$ cat src/design/lla_grid_mem.sv
`timescale 1ns / 1ps
`default_nettype none

module lla_grid_mem #(
  parameter int unsigned ROWS = 64,
  parameter int unsigned COLS = 64
) (
  input  wire logic                    clk_i,
  input  wire logic                    we_i,
  input  wire logic [$clog2(ROWS)-1:0] waddr_i,
  input  wire logic [COLS-1:0]         wdata_i,
  input  wire logic                    re_i,
  input  wire logic [$clog2(ROWS)-1:0] raddr_i,
  output logic      [COLS-1:0]         rdata_o
);

  logic [COLS-1:0] mem_q [ROWS];
  logic [COLS-1:0] rdata_q;

  // Write one row, read one row with registered data
  always_ff @(posedge clk_i) begin
    if (we_i) begin
      mem_q[waddr_i] <= wdata_i;
    end
    if (re_i) begin
      rdata_q <= mem_q[raddr_i];
    end
  end

  assign rdata_o = rdata_q;

endmodule

`default_nettype wire

$ cat config.mk
export PLATFORM = sky130hd
export DESIGN_NAME = lla_grid_mem
export DESIGN_NICKNAME = d
export VERILOG_FILES = /design/src/design/lla_grid_mem.sv
export SDC_FILE = /design/constraint.sdc
export NUM_CORES = 2
export LEC_CHECK = 0
export BUFFER_PORTS_ARGS = -buffer_cell sky130_fd_sc_hd__buf_4
export CAP_MARGIN = 10
export CORE_AREA = 2 2 564 566
export DETAILED_ROUTE_END_ITERATION = 16
export DIE_AREA = 0 0 566 568
export HOLD_SLACK_MARGIN = 0.1
export PLACE_DENSITY_LB_ADDON = 0.2
export SETUP_SLACK_MARGIN = 0.5
export SYNTH_ARGS = -nofsm -noshare
export SYNTH_HDL_FRONTEND = slang
export SYNTH_SLANG_ARGS = --single-unit
$ cat constraint.sdc
create_clock -name clk_i -period 16.05 [get_ports clk_i]
set_clock_uncertainty 0.05 [all_clocks]
set_input_delay 3.21 -clock clk_i [delete_from_list [all_inputs] [get_ports clk_i]]
set_output_delay 3.21 -clock clk_i [all_outputs]
set_load 0.03 [all_outputs]
== Word level (Yosys, flattened, before mapping) ==
Memories as Yosys holds them, arrays and structs flattened. A register that Yosys moved wholly into a read port is not among the register bits.
Index checks and enable logic that the tools add are counted.

* Multiplexer cells: 2

{| class="wikitable"
|+ Operators by type and width
! cell !! number
|-
| 1-bit two-way mux || 2
|}

* Register bits: 0
* RAM bits: 4096
* Bits of input ports: 79
* Output and inout bits: 64
* Memories: 1

{| class="wikitable"
|+ Memories
! name !! words !! width !! rd ports !! clocked after Yosys merged registers in !! wr ports !! RTL line !! source
|-
| mem_q || 64 || 64 || 1 || 1 || 1 || 17 || <nowiki>logic [COLS-1:0] mem_q [ROWS];</nowiki>
|}

== Logic depth before layout (Yosys ltp) ==
* Word-level depth: 2
* Gate-level depth with buffers: 9

== Least setup slack after synthesis ==
No wires, ideal clock.

* Path type: input -> register
* Start point: input port waddr_i[3]
* End point: memory mem_q[48][0], enable pin
* Setup time: 564 ps
* Data arrival time: 8082 ps
* Slack: 7354 ps
* Stages: 4
* Buffers on the path: 1
* Path through: clkbuf_1 -> nor2b_1 -> nand4b_1 -> nor3_1

{| class="wikitable"
|+ RTL lines
! what !! RTL line !! source
|-
| from (decl) || 10 || <nowiki>input wire logic [$clog2(ROWS)-1:0] waddr_i,</nowiki>
|-
| to (decl) || 17 ||
|}

No word-level cell before the write port.

==> flow_metrics.env <==
export IMPL_status="complete, no violations"
export IMPL_synth_top_cell_area_share_pct=79.6
export IMPL_ys_types=32
export IMPL_max_freq_ghz=0.145
export IMPL_hold_viol_final=0
export IMPL_grt_ovfl_total=0
export IMPL_area_delta_synth_final_pct=12.7
export IMPL_hold_class="register to register"
export IMPL_nets=7067
export IMPL_ant_nets=0
export IMPL_p_per_area_nw_per_um2=128
export IMPL_grt_pass1_wl_um=598000
export IMPL_post_cts_resized=0
export IMPL_die_area_um2=321000
export IMPL_startpoint="raddr_i[2]"
export IMPL_numCtsBuffers=412
export IMPL_ios=143
export IMPL_yosysTopAreaCell="edfxtp_1"
export IMPL_worst_r2r_startpoint="mem_q[13][26]$_DFFE_PP_"
export IMPL_drt_total_wl_um=430000
export IMPL_antenna_found_initial=25
export IMPL_synth_seq_cells=4160
export IMPL_syn_area_um2=157000
export IMPL_root_buffer="clkbuf_16"
export IMPL_drc=0
export IMPL_seq_area_um2=125000
export IMPL_yosysMostFrequentCell="edfxtp_1"
export IMPL_synth_common_cells="edfxtp_1 (4160), mux4_2 (1024), buf_2 (170)"
export IMPL_ys_warn_count=0
export IMPL_slew_viol_final=0
export IMPL_end_kind="register"
export IMPL_multi_input_area_um2=30800
export IMPL_clock_sinks=4160
export IMPL_die_x_um=566
export IMPL_p_sw_share_pct=21.4
export IMPL_slew_limit_headroom_pct=10.8
export IMPL_power_switching_mw=4.83
export IMPL_p_int_mw=17.7
export IMPL_clk_pin_slew_ps=60
export IMPL_post_route_period_util_pct=43.0
export IMPL_core_area_um2=316000
export IMPL_start_kind="primary input"
export IMPL_synth_edff_count=4160
export IMPL_hold_buffers=0
export IMPL_nFillCells=22860
export IMPL_wire_per_inst_um=37.3
export IMPL_ys_seq_area_share_pct=79.6
export IMPL_crit_fanout=57
export IMPL_maxCapViolCount=0
export IMPL_syn_num_nets=6677
export IMPL_track_usage_pct=26.6
export IMPL_min_period_ps=6900
export IMPL_initial_core_util_pct=49.6
export IMPL_synth_cells=6598
export IMPL_critical_path_class="primary input to register"
export IMPL_die_h_um=568
export IMPL_synth_ff_type="edfxtp_1"
export IMPL_cts_max_level=5
export IMPL_grt_max_degree=120
export IMPL_power_total_mw=22.6
export IMPL_viasPerCell=6.59
export IMPL_worstHoldStart="mem_q[44][10]$_DFFE_PP_"
export IMPL_num_vias=75843
export IMPL_setup_viol=0
export IMPL_p_leak_nw=54.9
export IMPL_crit_arrival_ps=7710
export IMPL_p_clk_share_pct=41.8
export IMPL_rsz0062_at_grt="no"
export IMPL_seq_power_share_pct=53.6
export IMPL_place_gp_congestion=0.769
export IMPL_hpwl_um=223000
export IMPL_synth_async_reset_ratio_pct=0
export IMPL_power_frac_comb_pct=4.6
export IMPL_post_cts_buffers=0
export IMPL_synthTopCellsByArea="edfxtp_1 (80%), mux4_2 (15%), mux2i_1 (0.86%)"
export IMPL_grt_pass1_vias=75484
export IMPL_io_buffer_count=142
export IMPL_required_ps=16860
export IMPL_layout_drive_gt1_share_pct=28.1
export IMPL_clk_latency_ps=980
export IMPL_drt_first_pass_iters=5
export IMPL_clk_path_buf_depth=4
export IMPL_cts_tree="built"
export IMPL_peakVddDrop_v=0.000115
export IMPL_tightest_slew_ps=1340
export IMPL_row_count=207
export IMPL_drt_iter0_drc=10079
export IMPL_avgSynthCellArea_um2=23.8
export IMPL_finalSetupTns_ps=0
## through the flow
stage                     worst slack (ps)  instance area (µm²)  cells  utilization (%)  hold slack (ps)
after floorplan                       7350               157000   6598                -              815
after global placement                8140               164000  10754             51.8              868
after detailed placement              8120               164000  10754             51.8              866
after CTS                             9160               177000  11500             56.0              877
after global routing                  8820               177000  11507             56.0              926
final                                 9150               177000  11513             56.0              880
## kinds of logic (layout without fill, tap and decap cells)
group	after synthesis	count (layout)	synth area share, %
buffers and inverters	389	1111	1.18
AOI/OAI and AO/OA	504	504	2.47
muxes	1159	1159	15.6
and+or+nand+nor	386	386	1.23
DFF	4160	4160	79.6
other	0	13	0
## cell type report
cell class	count	area share [%]
timing repair buffer	346	1.56
sequential	4160	70.6
multi-input combinational	2049	17.4
inverter	19	0.0403
tap	4180	2.96
antenna	13	0.0184
clock inverter	255	1.46
clock buffer	491	5.99
## placed cells by master (no fill, tap or decap), types with 19 or more instances in the layout
cell type     n
clkbuf_16   412
o221ai_1     38
nor2_4       65
clkinv_2     77
nand3_1      45
mux4_2     1024
clkbuf_1     79
edfxtp_1   4160
inv_1        19
a41oi_1      26
nor2b_1      24
or3_1        29
a22oi_1     168
nor2_1       47
a22o_1       88
mux2i_1     135
buf_4       333
a2bb2oi_1    19
or2_2        28
nand2_1      55
bufinv_16    36
clkinv_1     92
and3_1       64
a211oi_1     62
o22ai_1      83
## metal layers
metal	GRT usage, %	vias up	wire length [µm]	share of wire [%]
li1	-	29328	-	-
met1	38.3	41864	170000	40
met2	42.7	3949	208000	48
met3	4.15	696	38000	8.9
met4	7.86	6	12900	3.0
met5	0	-	37	0.0086
## power by group through the flow
stage | logic [mW] | registers, mW | clock network [mW]
after global routing | 1.10 | 12.1 | 9.97
after floorplan | 0.561 | 12.3 | 0
after CTS | 1.04 | 12.1 | 9.56
final | 1.03 | 12.1 | 9.45
after global placement | 1.02 | 12.3 | 0
after detailed placement | 1.04 | 12.3 | 0
## path summary, 6_finish.rpt
kind                                         endpoint  slack, ps  cells after the start
worst min-delay path            rdata_o[10]$_DFFE_PP_        880                      4
worst max-delay path             rdata_o[6]$_DFFE_PP_       9150                      9
worst max register to register  rdata_o[26]$_DFFE_PP_      13740                      5
worst min register to register  rdata_o[10]$_DFFE_PP_        880                      4
## worst max-delay path, stage by stage
cell and delay (ps):
buf_8 450, buf_4 670, nor2b_4 840, buf_4 660, buf_4 730, a22oi_1 140
and3_1 290, a211oi_1 270, buf_4 160
## sequential cells by signal, indices dropped and copies added (netlist names)
register  cells
rdata_o      64
mem_q      4096
(Power assumes the default switching activity.)
