--- src/design/lla_pkg.sv ---
`timescale 1ns / 1ps
`default_nettype none

package lla_pkg;

  // Default half side of the grid (cells per quadrant side)
  localparam int unsigned QUAD_SIDE_DEF = 32;

  // Field and register widths
  localparam int unsigned RULE_W    = 18;
  localparam int unsigned SCOPE_W   = 6;
  localparam int unsigned OP_W      = 3;
  localparam int unsigned COORD_W   = 7;
  localparam int unsigned CFG_IDX_W = 3;
  localparam int unsigned NBR_N     = 8;
  localparam int unsigned CNT_W     = 4;

  // Survival half of the rule word starts here
  localparam int unsigned SURVIVE_SHIFT = 9;

  // Reset values of the configuration registers
  localparam logic [RULE_W-1:0]  RULE_RESET  = RULE_W'(6152);
  localparam logic [SCOPE_W-1:0] SCOPE_RESET = SCOPE_W'(16);

  typedef enum logic [OP_W-1:0] {
    OP_STEP   = 3'd0,
    OP_READ   = 3'd1,
    OP_TOGGLE = 3'd2,
    OP_WRITE  = 3'd3,
    OP_FILL   = 3'd4
  } op_e;

  typedef enum logic [CFG_IDX_W-1:0] {
    CFG_RULE  = 3'd0,
    CFG_NEG_X = 3'd1,
    CFG_POS_X = 3'd2,
    CFG_NEG_Y = 3'd3,
    CFG_POS_Y = 3'd4
  } cfg_idx_e;

  typedef enum logic [3:0] {
    ST_IDLE,
    ST_FILL,
    ST_CELL_RD,
    ST_CELL_WR,
    ST_PRIME0,
    ST_PRIME1,
    ST_PRIME2,
    ST_STEP_CELL,
    ST_STEP_ROW,
    ST_STEP_FETCH
  } state_e;

endpackage

`default_nettype wire

--- src/design/lla_cell_unit.sv ---
`timescale 1ns / 1ps
`default_nettype none

module lla_cell_unit
  import lla_pkg::*;
(
  input  wire logic [NBR_N-1:0]  nbr_i,
  input  wire logic              alive_i,
  input  wire logic [RULE_W-1:0] rule_i,
  output logic                   next_o
);

  logic [CNT_W-1:0]         count;
  logic [SURVIVE_SHIFT-1:0] half;

  // Count live neighbours and pick the birth or survival half of the rule
  always_comb begin
    count = CNT_W'($countones(nbr_i));
    half  = alive_i ? rule_i[RULE_W-1:SURVIVE_SHIFT] : rule_i[SURVIVE_SHIFT-1:0];
    next_o = half[count];
  end

endmodule

`default_nettype wire

--- config.mk ---
export PLATFORM = sky130hd
export DESIGN_NAME = lla_cell_unit
export DESIGN_NICKNAME = d
export VERILOG_FILES = /design/src/design/lla_pkg.sv /design/src/design/lla_cell_unit.sv
export SDC_FILE = /design/constraint.sdc
export NUM_CORES = 1
export LEC_CHECK = 0
export ABC_AREA = 1
export BUFFER_PORTS_ARGS = -buffer_cell sky130_fd_sc_hd__buf_2
export CAP_MARGIN = 20
export CORE_AREA = 2 2 39 41
export DETAILED_ROUTE_END_ITERATION = 6
export DIE_AREA = 0 0 41 43
export PLACE_DENSITY_LB_ADDON = 0.12
export SYNTH_ARGS = -nofsm -noshare
export SYNTH_HDL_FRONTEND = slang
export SYNTH_SLANG_ARGS = --single-unit
--- constraint.sdc ---
create_clock -name vclk -period 4.35
set_clock_uncertainty 0.1 [all_clocks]
set_input_delay 0.2175 -clock vclk [all_inputs]
set_output_delay 0.2175 -clock vclk [all_outputs]
set_load 0.005 [all_outputs]
==> Yosys cells after proc, flatten, opt, wreduce, memory -nomap -nowiden <==
Cells that the tools add are included.
{ "op_classes": {"mux": 3, "addsub": 7, "order_cmp": 1} }
{ "ops": {"columns": ["op", "count"], "rows": [
  ["2-to-1 mux 9 bit", 1],
  ["adder 1 x 1 -> 2 bit", 4],
  ["adder 2 x 2 -> 3 bit", 2],
  ["< comparator 4 x 5 -> 1 bit, second input constant", 1],
  ["adder 3 x 3 -> 4 bit", 1],
  ["binary-select mux 1 bit (select 4 bit)", 1],
  ["2-to-1 mux 1 bit", 1]
]} }
{ "word_totals": {"word_cells": 11, "register_bits": 0, "output_inout_bits": 1} }

==> Depth between registers and ports, before layout <==
{ "logic_depth": {"ltp_word": 5, "depth_mapped": 14, "mapped_depth_nobuf": 14} }

==> Worst setup path after synthesis <==
Ideal clock, no wire load.
{ "synth_path": {"path_kind": "input port to output port", "from": "in nbr_i[0]", "to": "out next_o", "t_arrival_ns": 2.877, "stages": 12, "required_ns": 4.033, "slack_ns": 1.155, "cell_sequence": "inv_1 -> fa_1 -> fa_1 -> fa_1 -> inv_1 -> ha_1 -> inv_1 -> fa_1 -> inv_1 -> nor4_1 -> nand4_1 -> nand2_1"} }
{ "synth_via": {"elab_chain_len": 5} }
{ "synth_lines": {"columns": ["element", "line", "rtl"], "rows": [
  ["start, declared", "lla_cell_unit.sv:7", "input wire logic [NBR_N-1:0] nbr_i,"],
  ["adder 1 x 1 -> 2 bit (implied by the code)", "lla_cell_unit.sv:18", "count = CNT_W'($countones(nbr_i));"],
  ["adder 2 x 2 -> 3 bit (implied by the code)", "lla_cell_unit.sv:18", null],
  ["adder 3 x 3 -> 4 bit (implied by the code)", "lla_cell_unit.sv:18", null],
  ["binary-select mux 1 bit (select 4 bit)", "lla_cell_unit.sv:20", "next_o = half[count];"],
  ["2-to-1 mux 1 bit (implied by the code)", "lla_cell_unit.sv:20", null],
  ["end, declared", "lla_cell_unit.sv:10", "output logic next_o"]
]} }
No other way between the ends. The select of a mux whose other input is x is not followed.

==> Worst setup path in the final report <==
Ends and elaborated chain as after synthesis.

==> metrics.csv <==
metric,value,unit
status,finished clean,
CTS Hold Bufs,0,
setup violators final,0,
# rows,14,
drt wl/cell,7.99,um
via density per instance,4.15,
WP data required,4.03,ns
Post-Synthesis Cells,79,
clock buffers,0,
core area,1380,um2
critical path's largest stage delay,0.57,ns
GRT Total Usage,13.2,%
Inst Count DP,122,
initial antenna violation count,0,
DR vias,506,
"Seq/Total Area, Yosys",0,%
Slew @ Worst Pin,0.250,ns
area grow syn2layout,34.7,%
Post-DRT Antenna Nets,0,
wire length of the first global-routing pass,1.72,mm
cell area power density,232,nW/um2
critical path type,in2out,
net count after synthesis,113,
crit path launch type,primary input,
Setup crit end kind,output pin,
max-slew violations,0,
Hold Startpoint,rule_i[8],
CTS resizes,0,
aggregate global routing overflow,0,
input/output buffers,28,
layout cells sized above 1,27.4,%
f_max,281,MHz
initial core utilization,31.0,%
setup TNS,0,ns
data arrival time of the critical path,3.24,ns
CP cell instances,buf_2 -> inv_1 -> fa_1 -> fa_1 -> fa_1 -> inv_1 -> ha_1 -> inv_1 -> fa_1 -> inv_1 -> nor4_1 -> nand4_1 -> nand2_1 -> buf_2,
hold path cells,6,
Post-CTS Setup Bufs,0,
crit-path max FO,3,
CP max stage cell,fa_1,
dpl hpwl,858,um
Hold Fails Final Rpt,0,
DRC errors left,0,
unrepaired setup endpoints after global routing,false,
post-synth cell types,13,
Peak VDD IR,0.118,mV
RD Place Congestion,0.698,
DIE AREA,1760,um2
synthesized area,429,um2
Max transition margin,83.3,%
Ant. Diodes,0,
chip width,41,um
Period minus WS final,3.55,ns
max cap viols,0,
pin count of the biggest net entering global routing,12,
Avg Inst Size Synth,5.43,um2
router iterations before antenna repair,4,
Layout Nets,142,
Tcrit/Tclk final,81.7,%
register area,0,um2
Ys Warns,0,
Leak,0.415,nW
final wirelength,975,um
min-delay worst type,in2out,
vias in the first global route,452,
initial DRC count,9,
num ports,28,
FF+latch count,0,
WHS Endpoint,next_o,
fin cells,122,
Die Span Y,43,um
routing by layer:
metal,GRT usage (%),up-vias,wire length (um)
met5,0,-,0
met4,0,0,0
met3,0,0,58
met2,23.8,15,488
met1,17.7,210,428
li1,-,281,-
report_power, final:
group / internal [mW] / total (mW) / switching [mW]
clock: 0 / 0 / 0
sequential: 0 / 0 / 0
combinational: 0.0618 / 0.134 / 0.0725
total: 0.0618 / 0.134 / 0.0725
cell usage in the layout, fill, tap and decap left out:
master	n
inv_1	29
buf_2	28
nand2_1	22
nand3_1	11
fa_1	4
nor2_1	3
ha_1	3
xor2_1	1
nor2_2	1
nand3b_1	1
a21o_1	1
nor4_1	1
nand4_1	1
Yosys cell counts:
library cell	instances	share of area, %
a21o_1	1	1.7
buf_6	1	2.6
fa_1	4	19
ha_1	3	8.7
inv_1	29	25
nand2_1	22	19
nand3_1	11	13
nand3b_1	1	1.7
nand4_1	1	1.5
nor2_1	3	2.6
nor2_2	1	1.5
nor4_1	1	1.5
xor2_1	1	2.0
cells by family after synthesis:
logic type,after synthesis,synth area share [%]
buffers and inverters,30,28.0
adder cells (fa/ha/maj),7,27.4
AND/OR/NAND/NOR,40,40.8
AO/OA/AOI/OAI,1,1.75
XOR/XNOR,1,2.04
worst max path at each step:
stage / startpoint / to / slack [ns]
finish: nbr_i[0] / next_o / 0.80
global route: nbr_i[0] / next_o / 0.61
CTS: nbr_i[0] / next_o / 0.78
detailed placement: nbr_i[0] / next_o / 0.80
global placement: nbr_i[0] / next_o / 0.85
floorplan: nbr_i[0] / next_o / 1.16
stage by stage:
step | cell area [um2] | setup slack [ns] | hold WS (ns) | total power, mW | util, %
CTS | 578 | 0.784 | 0.797 | 0.136 | 41.8
finish | 578 | 0.796 | 0.792 | 0.134 | 41.8
floorplan | 429 | 1.16 | 0.566 | 0.0967 | -
global placement | 578 | 0.852 | 0.785 | 0.132 | 41.8
detailed placement | 578 | 0.800 | 0.793 | 0.134 | 41.8
global route | 578 | 0.607 | 0.830 | 0.157 | 41.8
critical path: cells and delay by family:
kind                       cells  cell delay [ns]
and+or+nand+nor                3             0.45
adders and majority gates      5             2.15
buffers and inverters          6             0.41
cell type report:
cell class | instances | area [um2]
Timing Repair Buffer | 28 | 140
Inverter | 29 | 109
Multi-Input combinational cell | 49 | 309
Tap cell | 16 | 20.0
Fill cell | 160 | 806
No activity file was read; power rests on OpenSTA's default activity.
